<file path="src/rtl/dtq_pkg.sv">
// Shared types, widths and status codes for the delta-list timer queue.
package dtq_pkg;

  localparam int ID_W     = 6;
  localparam int DELTA_W  = 32;
  localparam int STATUS_W = 3;

  localparam int QUEUE_DEPTH_DEF = 16;
  localparam int ID_COUNT_DEF    = 64;

  localparam logic KIND_INSERT = 1'b0;
  localparam logic KIND_DELETE = 1'b1;

  localparam logic [STATUS_W-1:0] ST_OK       = 3'd0;
  localparam logic [STATUS_W-1:0] ST_ZERO     = 3'd1;
  localparam logic [STATUS_W-1:0] ST_FULL     = 3'd2;
  localparam logic [STATUS_W-1:0] ST_NOTFOUND = 3'd3;
  localparam logic [STATUS_W-1:0] ST_DUP      = 3'd4;

  typedef struct packed {
    logic [ID_W-1:0]    id;
    logic [DELTA_W-1:0] delta;
  } entry_t;

endpackage

</file>
<file path="src/rtl/delta_timer_queue_unit.sv">
// Top level: delta-list timer queue, sequencer walking the slot memory.
//
//  channel  | ports                                        | handshake
//  ---------+----------------------------------------------+-------------------------
//  input    | in_kind, in_entry_id, in_timeout             | start & !busy
//  result   | out_status, out_count, out_head_id/_delta    | out_valid, one cycle
//
// An insert or a delete walks the slot memory once to search, then again to shift
// entries, one entry per cycle through the single read port. A zero timeout, a bad
// id or an empty queue gets its result on the cycle after the accept; a duplicate,
// a full queue, a missing id or a tail insert or delete gets it after the search
// alone. Reset is synchronous and empties the queue; slot contents need no clearing.
// Results cannot be held off by the receiver.
module delta_timer_queue_unit #(
  parameter int QUEUE_DEPTH = dtq_pkg::QUEUE_DEPTH_DEF,
  parameter int ID_COUNT    = dtq_pkg::ID_COUNT_DEF,
  parameter int AW          = $clog2(QUEUE_DEPTH),
  parameter int CW          = $clog2(QUEUE_DEPTH + 1)
) (
  input  logic                          clk,
  input  logic                          rst_n,
  input  logic                          start,
  output logic                          busy,
  input  logic                          in_kind,
  input  logic [dtq_pkg::ID_W-1:0]      in_entry_id,
  input  logic [dtq_pkg::DELTA_W-1:0]   in_timeout,
  output logic                          out_valid,
  output logic [dtq_pkg::STATUS_W-1:0]  out_status,
  output logic [CW-1:0]                 out_count,
  output logic [dtq_pkg::ID_W-1:0]      out_head_id,
  output logic [dtq_pkg::DELTA_W-1:0]   out_head_delta
);

  localparam logic [2:0] S_IDLE      = 3'd0;
  localparam logic [2:0] S_SCAN      = 3'd1;
  localparam logic [2:0] S_DECIDE    = 3'd2;
  localparam logic [2:0] S_SHIFT_INS = 3'd3;
  localparam logic [2:0] S_PLACE     = 3'd4;
  localparam logic [2:0] S_SHIFT_DEL = 3'd5;

  localparam logic [CW-1:0] DEPTH_FULL = CW'(QUEUE_DEPTH);
  localparam logic [31:0]   ID_LIMIT   = 32'(ID_COUNT);

  logic [2:0]                         state_r;
  logic                               kind_r;
  logic [dtq_pkg::ID_W-1:0]           id_r;
  logic [dtq_pkg::DELTA_W-1:0]        rem_r;
  logic                               placed_r;
  logic [AW-1:0]                      pos_r;
  logic [dtq_pkg::DELTA_W-1:0]        cut_r;
  logic                               found_r;
  logic [AW-1:0]                      fpos_r;
  logic [dtq_pkg::DELTA_W-1:0]        del_delta_r;
  logic [CW-1:0]                      occ_r;
  dtq_pkg::entry_t                    head_r;
  logic [CW-1:0]                      ra_r;
  logic                               iss_r;
  logic                               rv_r;
  logic [AW-1:0]                      rdi_r;
  logic                               out_valid_r;
  logic [dtq_pkg::STATUS_W-1:0]       status_r;

  logic                               accept;
  logic                               id_bad;
  logic [CW-1:0]                      occ_m1;
  logic                               last_rd;
  logic                               mem_re;
  logic [AW-1:0]                      mem_raddr;
  logic                               mem_we;
  logic [AW-1:0]                      mem_waddr;
  dtq_pkg::entry_t                    mem_wdata;
  dtq_pkg::entry_t                    rd_data;

  assign busy    = (state_r != S_IDLE);
  assign accept  = start && !busy;
  assign id_bad  = (32'(in_entry_id) >= ID_LIMIT);
  assign occ_m1  = occ_r - CW'(1);
  assign last_rd = rv_r && (CW'(rdi_r) == occ_m1);

  dtq_mem #(
    .DEPTH (QUEUE_DEPTH),
    .AW    (AW)
  ) u_mem (
    .clk   (clk),
    .we    (mem_we),
    .waddr (mem_waddr),
    .wdata (mem_wdata),
    .re    (mem_re),
    .raddr (mem_raddr),
    .rdata (rd_data)
  );

  // Memory requests per state
  always_comb begin
    mem_re    = 1'b0;
    mem_raddr = ra_r[AW-1:0];
    mem_we    = 1'b0;
    mem_waddr = '0;
    mem_wdata = rd_data;
    unique case (state_r)
      S_IDLE: begin
        if (accept && in_kind == dtq_pkg::KIND_INSERT && in_timeout != '0 && !id_bad &&
            occ_r == '0) begin
          mem_we          = 1'b1;
          mem_wdata.id    = in_entry_id;
          mem_wdata.delta = in_timeout;
        end
      end
      S_SCAN: begin
        mem_re = (ra_r < occ_r);
      end
      S_DECIDE: begin
        if (kind_r == dtq_pkg::KIND_INSERT && !found_r && occ_r != DEPTH_FULL && !placed_r) begin
          mem_we          = 1'b1;
          mem_waddr       = occ_r[AW-1:0];
          mem_wdata.id    = id_r;
          mem_wdata.delta = rem_r;
        end
      end
      S_SHIFT_INS: begin
        mem_re = iss_r;
        if (rv_r) begin
          // move down one slot; the entry displaced by the new one keeps only its cut
          mem_we    = 1'b1;
          mem_waddr = rdi_r + AW'(1);
          if (rdi_r == pos_r) begin
            mem_wdata.delta = cut_r;
          end
        end
      end
      S_PLACE: begin
        mem_we          = 1'b1;
        mem_waddr       = pos_r;
        mem_wdata.id    = id_r;
        mem_wdata.delta = rem_r;
      end
      S_SHIFT_DEL: begin
        mem_re = iss_r;
        if (rv_r) begin
          // close the gap; the successor absorbs the removed delta
          mem_we    = 1'b1;
          mem_waddr = rdi_r - AW'(1);
          if (rdi_r == fpos_r + AW'(1)) begin
            mem_wdata.delta = rd_data.delta + del_delta_r;
          end
        end
      end
      default: begin
        mem_re = 1'b0;
      end
    endcase
  end

  // Track slot 0 so the head is always at hand
  always_ff @(posedge clk) begin
    if (mem_we && mem_waddr == '0) begin
      head_r <= mem_wdata;
    end
  end

  always_ff @(posedge clk) begin
    rdi_r <= mem_raddr;
    if (!rst_n) begin
      state_r     <= S_IDLE;
      occ_r       <= '0;
      out_valid_r <= 1'b0;
      rv_r        <= 1'b0;
      iss_r       <= 1'b0;
    end else begin
      out_valid_r <= 1'b0;
      rv_r        <= mem_re;
      unique case (state_r)
        S_IDLE: begin
          if (accept) begin
            kind_r   <= in_kind;
            id_r     <= in_entry_id;
            rem_r    <= in_timeout;
            placed_r <= 1'b0;
            found_r  <= 1'b0;
            ra_r     <= '0;
            if (in_kind == dtq_pkg::KIND_INSERT && in_timeout == '0) begin
              status_r    <= dtq_pkg::ST_ZERO;
              out_valid_r <= 1'b1;
            end else if (id_bad) begin
              status_r    <= dtq_pkg::ST_NOTFOUND;
              out_valid_r <= 1'b1;
            end else if (occ_r == '0) begin
              out_valid_r <= 1'b1;
              if (in_kind == dtq_pkg::KIND_INSERT) begin
                occ_r    <= CW'(1);
                status_r <= dtq_pkg::ST_OK;
              end else begin
                status_r <= dtq_pkg::ST_NOTFOUND;
              end
            end else begin
              state_r <= S_SCAN;
            end
          end
        end
        S_SCAN: begin
          if (mem_re) begin
            ra_r <= ra_r + CW'(1);
          end
          if (rv_r) begin
            if (rd_data.id == id_r) begin
              found_r     <= 1'b1;
              fpos_r      <= rdi_r;
              del_delta_r <= rd_data.delta;
            end
            if (!placed_r) begin
              if (rd_data.delta <= rem_r) begin
                rem_r <= rem_r - rd_data.delta;
              end else begin
                placed_r <= 1'b1;
                pos_r    <= rdi_r;
                cut_r    <= rd_data.delta - rem_r;
              end
            end
            if (last_rd) begin
              state_r <= S_DECIDE;
            end
          end
        end
        S_DECIDE: begin
          if (kind_r == dtq_pkg::KIND_INSERT) begin
            if (found_r) begin
              status_r    <= dtq_pkg::ST_DUP;
              out_valid_r <= 1'b1;
              state_r     <= S_IDLE;
            end else if (occ_r == DEPTH_FULL) begin
              status_r    <= dtq_pkg::ST_FULL;
              out_valid_r <= 1'b1;
              state_r     <= S_IDLE;
            end else if (!placed_r) begin
              occ_r       <= occ_r + CW'(1);
              status_r    <= dtq_pkg::ST_OK;
              out_valid_r <= 1'b1;
              state_r     <= S_IDLE;
            end else begin
              ra_r    <= occ_m1;
              iss_r   <= 1'b1;
              state_r <= S_SHIFT_INS;
            end
          end else begin
            if (!found_r) begin
              status_r    <= dtq_pkg::ST_NOTFOUND;
              out_valid_r <= 1'b1;
              state_r     <= S_IDLE;
            end else if (CW'(fpos_r) == occ_m1) begin
              // tail entry: drop it, nothing else moves
              occ_r       <= occ_m1;
              status_r    <= dtq_pkg::ST_OK;
              out_valid_r <= 1'b1;
              state_r     <= S_IDLE;
            end else begin
              ra_r    <= CW'(fpos_r) + CW'(1);
              iss_r   <= 1'b1;
              state_r <= S_SHIFT_DEL;
            end
          end
        end
        S_SHIFT_INS: begin
          if (iss_r) begin
            if (ra_r[AW-1:0] == pos_r) begin
              iss_r <= 1'b0;
            end else begin
              ra_r <= ra_r - CW'(1);
            end
          end
          if (rv_r && rdi_r == pos_r) begin
            state_r <= S_PLACE;
          end
        end
        S_PLACE: begin
          occ_r       <= occ_r + CW'(1);
          status_r    <= dtq_pkg::ST_OK;
          out_valid_r <= 1'b1;
          state_r     <= S_IDLE;
        end
        S_SHIFT_DEL: begin
          if (iss_r) begin
            if (ra_r == occ_m1) begin
              iss_r <= 1'b0;
            end else begin
              ra_r <= ra_r + CW'(1);
            end
          end
          if (last_rd) begin
            occ_r       <= occ_m1;
            status_r    <= dtq_pkg::ST_OK;
            out_valid_r <= 1'b1;
            state_r     <= S_IDLE;
          end
        end
        default: begin
          state_r <= S_IDLE;
        end
      endcase
    end
  end

  assign out_valid      = out_valid_r;
  assign out_status     = status_r;
  assign out_count      = occ_r;
  assign out_head_id    = (occ_r != '0) ? head_r.id : '0;
  assign out_head_delta = (occ_r != '0) ? head_r.delta : '0;

  a_occ_bound: assert property (@(posedge clk) disable iff (!rst_n)
    occ_r <= DEPTH_FULL)
    else $error("occupancy above queue depth");

  a_beat_when_idle: assert property (@(posedge clk) disable iff (!rst_n)
    out_valid_r |-> state_r == S_IDLE)
    else $error("result beat while the sequencer is still busy");

  a_no_rw_collision: assert property (@(posedge clk) disable iff (!rst_n)
    (mem_re && mem_we) |-> mem_raddr != mem_waddr)
    else $error("read and write to the same slot in one cycle");

  a_occ_hold_idle: assert property (@(posedge clk) disable iff (!rst_n)
    (state_r == S_IDLE && !start) |=> occ_r == $past(occ_r))
    else $error("occupancy changed with no item in flight");

  a_place_needs_slot: assert property (@(posedge clk) disable iff (!rst_n)
    state_r == S_PLACE |-> (placed_r && occ_r != DEPTH_FULL))
    else $error("placing an entry without a found position or room");

endmodule

</file>
<file path="src/rtl/dtq_mem.sv">
// Slot memory: one write port, one read port, registered read data.
module dtq_mem #(
  parameter int DEPTH = dtq_pkg::QUEUE_DEPTH_DEF,
  parameter int AW    = $clog2(dtq_pkg::QUEUE_DEPTH_DEF)
) (
  input  logic           clk,
  input  logic           we,
  input  logic [AW-1:0]  waddr,
  input  dtq_pkg::entry_t wdata,
  input  logic           re,
  input  logic [AW-1:0]  raddr,
  output dtq_pkg::entry_t rdata
);

  dtq_pkg::entry_t mem [DEPTH];
  dtq_pkg::entry_t rd_data_r;

  always_ff @(posedge clk) begin
    if (we) begin
      mem[waddr] <= wdata;
    end
  end

  always_ff @(posedge clk) begin
    if (re) begin
      rd_data_r <= mem[raddr];
    end
  end

  assign rdata = rd_data_r;

endmodule
</file>
<file path="config.mk">
export PLATFORM = sky130hd
export DESIGN_NAME = delta_timer_queue_unit
export DESIGN_NICKNAME = d
export VERILOG_FILES = /design/src/rtl/dtq_pkg.sv /design/src/rtl/delta_timer_queue_unit.sv /design/src/rtl/dtq_mem.sv
export SDC_FILE = /design/constraint.sdc
export NUM_CORES = 1
export LEC_CHECK = 0
export BUFFER_PORTS_ARGS = -buffer_cell sky130_fd_sc_hd__buf_2
export CELL_PAD_IN_SITES_DETAIL_PLACEMENT = 0
export CELL_PAD_IN_SITES_GLOBAL_PLACEMENT = 1
export CORE_ASPECT_RATIO = 0.6
export CORE_MARGIN = 3
export CORE_UTILIZATION = 45
export DETAILED_ROUTE_END_ITERATION = 10
export PLACE_DENSITY_LB_ADDON = 0.2
export SLEW_MARGIN = 20
export SYNTH_ARGS = -nofsm -noshare
export SYNTH_HDL_FRONTEND = slang
export SYNTH_SLANG_ARGS = --single-unit
export TNS_END_PERCENT = 50
</file>
<file path="constraint.sdc">
create_clock -name clk -period 11 [get_ports clk]
set_clock_uncertainty 0.05 [all_clocks]
set_input_delay 1.1 -clock clk [delete_from_list [all_inputs] [get_ports clk]]
set_output_delay 1.1 -clock clk [all_outputs]
set_load 0.02 [all_outputs]
</file>
==> results of run 1 <==
placed cells by master (no fill, tap or decap), types with 7 or more instances in the layout:
master     netlist  final
a222oi_1         7      7
bufinv_16        0     12
nor4_1          17     17
nor2b_1         51     51
edfxtp_1       767    767
clkbuf_16        0     75
o21bai_1         7      7
clkinv_1         0     11
xor2_1          57     57
nand2_1        145    145
o22ai_1         10      9
buf_4            1     47
buf_2           12     90
and3_1          15     15
o21a_1          20     20
nand4_1         16     16
o21ai_0        103    103
a221oi_1        27     26
nor2_1          95     78
dfxtp_1         15     15
a22o_1           8      7
a211oi_1        14     14
clkbuf_1        97     12
mux4_2         191    191
nand2b_1        14     13
nor2_4           0     17
mux2i_1         14     14
inv_1          102    102
and2_1          10      9
xnor2_1         68     68
o211ai_1         9      9
a31oi_1         13     12
a221o_1         25     25
a21oi_1        121    118
ha_1           107    107
a21o_1          70     70
nor3_1          17     16
nand3_1         40     40
layer usage:
layer / global-route usage / wire length [µm] / vias to the layer above
met1: 0.3732 / 48170 / 11630
li1: - / - / 9616
met5: 0 / 0 / -
met3: 0.04898 / 8162 / 119
met2: 0.3680 / 46590 / 925
met4: 0.05757 / 2173 / 0
cell type report:
type,count,area (µm²),area share
well taps,1066,1334,0.03246
repair buffers,138,823.3,0.02004
clock buffers,88,1936,0.04711
multi-input cells,1385,12710,0.3093
inverters,103,386.6,0.009409
diodes,1,2.502,0.00006090
flip-flops and latches,782,23330,0.5678
clock inverters,42,566.8,0.01379
path summary, 6_finish.rpt:
kind	endpoint	from	slack, ns
worst max-delay path	u_mem.mem[3][2]	out_count[0]	5.90
worst min-delay path	del_delta_r[15]	u_mem.rdata[15]	0.48
worst max register to register	u_mem.mem[3][2]	out_count[0]	5.90
worst min register to register	del_delta_r[15]	u_mem.rdata[15]	0.48
flip-flops by register name (all words and copies together), names as in the netlist:
name         flops
u_mem.rdata     38
iss_r            1
kind_r           1
pos_r            4
state_r          3
out_count        5
cut_r           32
head_r          13
id_r             6
u_mem.mem      595
ra_r             5
fpos_r           4
rem_r           32
placed_r         1
found_r          1
out_status       3
out_valid        1
rv_r             1
del_delta_r     32
rdi_r            4
power by group:
part | internal [mW] | switching (mW) | leakage (nW)
registers | 4.06 | 0.151 | 7.06
clock network | 1.55 | 1.14 | 1.21
logic | 1.16 | 2.23 | 5.90
total | 6.76 | 3.53 | 14.2
stage by stage:
stage / utilization / power [mW]
after floorplan: - / 6.437
after global placement: 0.4809 / 7.571
after detailed placement: 0.4809 / 7.634
after CTS: 0.5121 / 10.33
after global routing: 0.5125 / 10.75
final: 0.5125 / 10.29
cell families after synthesis:
| kind of cell | Yosys count |
|---|---|
| AOI/OAI and AO/OA | 495 |
| xor gates and xnor gates | 125 |
| adders and majority gates | 111 |
| buffers and inverters | 237 |
| DFF | 782 |
| muxes | 206 |
| and+or+nand+nor | 448 |
==> metrics.md, run 1 <==
| Metric | Value |
|---|---|
| Outcome | finished, final reports clean |
| Gr ovfl total | 0 |
| Nets | around 2600 |
| TritonCTS Buffers | 74 |
| Port-buffer cells | between 80 and 90 |
| Non-Filler Instances | between 3000 and 4000 |
| Post-synth top cells | edfxtp_1, mux4_2, nand2_1, a21oi_1, ha_1 |
| Slew margin rel. | 0.2716 |
| Syn avg cell area | roughly 15 µm² |
| Peak Freq | ~200 MHz |
| First-pass GRT wire length | between 150 and 200 mm |
| Fill count | between 6000 and 7000 |
| Worst reg2reg path depth | 13 |
| Largest family of logic cells by synthesized area | multiplexers |
| Hold Crit Depth | 0 |
| Fin crit period | roughly 5.1 ns |
| Critical path arrival | ~5.2 ns |
| PostCTS Resize Cnt | 0 |
| Post-synthesis mux area share | 0.1212 |
| # setup viols final | 0 |
| Leakage | ~14 nW |
| Final slew viol count | 0 |
| Async SR Flop Fraction | 0 |
| Die span in y | 227.4 µm |
| Tcrit/Tclk final | 0.4640 |
| Layout cells sized above 1 | 0.1927 |
| Drc violations | 0 |
| Placed Cells incl. Taps | between 3000 and 4000 |
| Routed wire per std cell | between 20 and 30 µm |
| Synthesized instance count | 2404 |
| Vias per cell | around 6 |
| Routed wire length | 105.1 mm |
| Synth Warn # | 0 |
| Post-Synth Adder-Cell Area | 0.03861 |
| Register area share after synthesis | 0.6349 |
| Placer's final routability congestion estimate | a little over 0.9 |
| Place WS | about 6.1 ns |
| CTS tree | built |
| Crit end category | flip-flop |
| WP data required | ~11 ns |
| Min Hold Slack | 0.4826 ns |
| Placed Area | approximately 0.039 mm² |
| Post-Synth XOR/XNOR Area | 0.02979 |
| Setup TNS | 0 ns |
| Worst path depth | 13 |
| Via count | between 20000 and 25000 |
| Initial core utilization | 0.4584 |
| Core footprint | roughly 0.08 mm² |
| Critical path's slowest cell | nand2_1 |
| Count leader, synth | edfxtp_1 |
| Die ar. | about 0.085 mm² |
| Netlist cell types | a little under 80 |
| Design area | around 0.041 mm² |
| Final ANT Viol Nets | 0 |
| CTS clk-pin slew, worst paths | 0.06 ns |
| CP Max Fanout | 43 |
| Synth Area in Compound Gates | 0.09124 |
| Crit Path Category | reg -> reg |
| Type of the tightest min-delay check | reg -> reg |
| Area share of the largest cell type after synthesis | 0.6267 |
| Crit path top cell by count | buf_4 |
| Global Route Usage Sum | 0.2460 |
| Peak supply drop | 150.8 µV |
| Setup Fix Bufs, Post-CTS | 0 |
| Post-Synth Simple-Gate Area | 0.05961 |
| CP Cell Sequence | inv_1 > ha_1 > nor3b_1 > and2_2 > buf_4 > nor4b_4 > buf_4 > nor2_1 > nor2_1 > buf_4 > nand2_1 > nand2_1 > nand3_1 |
| Layout area overhead | 11.81% |
| Vias in the first global route | approximately 22000 |
| Clock buffer depth | 3 |
| I/O pin count | 90 |
| Worst-margin pin slew | about 1.1 ns |
| Initial DRT Pass Iterations | 5 |
| Row Count | 80 |
| Level count of the clock H-tree | 3 |
| CP max stage delay | about 0.57 ns |
| Yosys top cell by area | edfxtp_1 |
| CP Launch Type | flip-flop |
| Die Width | around 370 µm |
| RSZ-0062 raised after global routing | no |
| Seq cells post-synth | 782 |
| Worst-Skew Late Latency | 0.65 ns |
| MaxCap Viol Count | 0 |
| Power density over cell area | about 250 mW/mm² |
| HPWL after detailed placement | 66.18 mm |
| Ys flop type | edfxtp_1 |
| 1st-iter DRT viols | between 2000 and 3000 |
| Setup ws final | slightly below 6 ns |
| Top Family by Delay on Critical Path | simple AND/OR/NAND/NOR gates |
| Pin count of the biggest net entering global routing | 93 |
| CP bufs+invs | 4 |
| Initial antenna violation count | 1 |
| Mapped cell area | approximately 0.037 mm² |
| Leading post-synthesis cells by cell area | edfxtp_1, mux4_2, ha_1, a21oi_1, xnor2_1 |
| Post-CTS Hold Fix Bufs | 0 |
| CTS sink count | just under 800 |
| Post-synth EDFFs | between 700 and 800 |
| Clock Tree Root | clkbuf_16 |
| Mapped Nets | 2557 |
| Final hold vios | 0 |
(Power assumes the default switching activity.)
==> inputs of run 2 (changes only) <==
==> constraint.sdc (replaced) <==
create_clock -name clk -period 4.1 [get_ports clk]
set_clock_uncertainty 0.05 [all_clocks]
set_input_delay 0.41 -clock clk [delete_from_list [all_inputs] [get_ports clk]]
set_output_delay 0.41 -clock clk [all_outputs]
set_load 0.02 [all_outputs]
==> run 2 against run 1 <==
Effect of this change:
- global-route usage is 0.065 points lower
- die area stayed put
- final cell count is 3.7% higher
- clock power grew to 2.6 times the previous value
- combinational power grew to 2.9 times the previous value
- critical endpoint is now rem_r[16]
- cell area is 3.0% higher
- fmax is 29% higher
==> metrics.md, run 2 (synthesized netlist as in run 1, its figures left out) <==
| Metric | Value |
|---|---|
| Max FFs per register | 595 (unchanged) |
| Outcome | finished, final reports clean |
| Power density over cell area | 660.5 mW/mm² (+160%) |
| Crit Path Category | reg -> reg |
| Global Route Usage Sum | 0.2454 (-0.0006540) |
| Core footprint | 0.08018 mm² (unchanged) |
| Initial core utilization | 0.4584 (unchanged) |
| Place WS | 0.1512 ns (-5.904 ns) |
| Leakage | 14.85 nW (+4.8%) |
| Crit end category | flip-flop |
| Pin count of the biggest net entering global routing | 91 (-2.2%) |
| Initial antenna violation count | 0 (-1) |
| Worst-margin pin slew | 0.9546 ns (-0.1380 ns) |
| Die Width | 374.9 µm (unchanged) |
| Initial DRT Pass Iterations | 5 (unchanged) |
| Final hold vios | 0 (unchanged) |
| WP data required | 4.37 ns (-6.75 ns) |
| Placed Area | 0.03983 mm² (+3.3%) |
| Layout cells sized above 1 | 0.2306 (+0.03795) |
| Tcrit/Tclk final | 0.9632 (+0.4992) |
| Worst-Skew Late Latency | 0.65 ns (about the same) |
| Fill count | 6519 (-0.49%) |
| Top Family by Delay on Critical Path | compound AO/OA/AOI/OAI gates |
| Nets | 2766 (+4.9%) |
| Commonest non-fill, non-tap cell in the layout | edfxtp_1 |
| Vias in the first global route | 22240 (+2.9%) |
| Setup TNS | 0 ns (unchanged) |
| Layout area overhead | 15.16% |
| Port-buffer cells | 89 (unchanged) |
| CP max stage delay | 0.47 ns (-0.10 ns) |
| Flop-to-flop setup slack | 0.15 ns (-5.75 ns) |
| MaxCap Viol Count | 0 (unchanged) |
| CTS sink count | 782 (unchanged) |
| Critical path's slowest cell | edfxtp_1 |
| Die span in y | 227.4 µm (unchanged) |
| Slew margin rel. | 0.3606 (+0.08900) |
| Setup ws final | 0.1508 ns (-5.745 ns) |
| Vias per cell | 6.071 (-1.8%) |
| # setup viols final | 0 (unchanged) |
| Routed wire length | 103.9 mm (-1.1%) |
| CP Cell Sequence | ha_1 > or3_1 > a2111oi_2 > nor3_2 > a2111oi_2 > o21ai_1 > a211oi_2 > or3_1 > a21oi_4 > a221oi_4 > buf_12 |
| Design area | 0.04232 mm² (+3.0%) |
| Via count | 22690 (+1.8%) |
| RSZ-0062 raised after global routing | no |
| TritonCTS Buffers | 74 (unchanged) |
| Row Count | 80 (unchanged) |
| 1st-iter DRT viols | 2608 (-2.4%) |
| Peak supply drop | 425.9 µV (+180%) |
| Routed wire per std cell | 27.80 µm (-4.6%) |
| I/O pin count | 90 (unchanged) |
| Gr ovfl total | 0 (unchanged) |
| Type of the tightest min-delay check | in -> reg |
| HPWL after detailed placement | 69.24 mm (+4.6%) |
| Level count of the clock H-tree | 3 (unchanged) |
| CTS clk-pin slew, worst paths | 0.06 ns (about the same) |
| Clock buffer depth | 3 (unchanged) |
| PnR Total Power | 27.95 mW (+170%) |
| Final ANT Viol Nets | 0 (unchanged) |
| CP Launch Type | flip-flop |
| Critical path arrival | 4.22 ns (-1.00 ns) |
| Placer's final routability congestion estimate | 0.9806 (+5.7%) |
| Most flop-heavy register | u_mem.mem |
| CTS tree | built |
| CP Max Fanout | 32 (-26%) |
| Final slew viol count | 0 (unchanged) |
| Commonest non-fill, non-tap cells in the layout | edfxtp_1, mux4_2, nand2_1, buf_4, a21oi_1 |
| Die ar. | 0.08525 mm² (unchanged) |
| Clock Tree Root | clkbuf_16 |
| First-pass GRT wire length | 153.2 mm (+0.96%) |
| CP bufs+invs | 1 (-3) |
| Peak Freq | 253.2 MHz (+29%) |
| Drc violations | 0 (unchanged) |
| Fin crit period | 3.949 ns (-1.155 ns) |
==> run 2: cell count changes in the layout (fill, tap and decap cells not counted), moves of 3 or more <==
| cell | previous run | this run |
|---|---|---|
| buf_12 | 1 | 28 |
| buf_4 | 47 | 142 |
| bufinv_16 | 12 | 7 |
| clkinv_2 | 6 | 18 |
| dlygate4sd3_1 | 0 | 8 |
| inv_6 | 4 | 1 |
==> run 2: layout make-up <==
class,count,area [µm²],area share
Clock buffer,87,1922,0.04541
Multi-Input combinational cell,1385,12730,0.3007
Timing Repair Buffer,267,2152,0.05085
Tap cell,1066,1334,0.03151
Clock inverter,47,467.9,0.01106
Sequential cell,782,23330,0.5513
Inverter,103,386.6,0.009135
Antenna cell,1,2.502,0.00005913
==> run 2: what timing repair did <==
action | 4_1_cts | 5_1_grt
setup endpoints to repair | 0 | 114
setup buffers | 0 | 0
hold buffers | 8 | 0
resized for setup | 0 | 5
endpoints found under the hold margin | 8 | 0
==> run 2: final timing paths <==
path                                startpoint        end  cells after the start
worst max-delay path            u_mem.rdata[5]  rem_r[16]                     11
worst min-delay path            in_timeout[18]  rem_r[18]                      3
worst max register to register  u_mem.rdata[5]  rem_r[16]                     11
worst min register to register           iss_r      iss_r                      1
==> run 2: stage by stage <==
stage / hold WS (ns) / utilization / instances
after CTS: 0.001118 / 0.5275 / 3737
final: 0.04583 / 0.5279 / 3738
after global placement: 0.4260 / 0.4967 / 3595
after global routing: 0.03330 / 0.5278 / 3737
after detailed placement: 0.4350 / 0.4967 / 3595
after floorplan: 0.3500 / - / 2404
==> run 2: per-layer routing <==
layer	routed length (µm)	GRT usage	part of all wire	vias to the layer above
li1	-	-	-	9905
met1	48760	0.3814	0.47	11710
met2	45860	0.3657	0.44	959
met3	7395	0.03781	0.071	123
met4	1909	0.05617	0.018	0
met5	0	0	0	-
==> run 2: worst register-to-register path: stages, from the launching register on <==
cell and delay (ns):
edfxtp_1 0.47, ha_1 0.29, or3_1 0.42, a2111oi_2 0.46, nor3_2 0.15, a2111oi_2 0.38, o21ai_1 0.15, a211oi_2 0.37
or3_1 0.21, a21oi_4 0.09, a221oi_4 0.27, buf_12 0.29
==> run 2: power breakdown <==
group	internal, mW	switching, mW	total [mW]
Sequential	10.9	0.319	11.2
Combinational	3.65	6.22	9.87
Clock	3.84	3.08	6.91
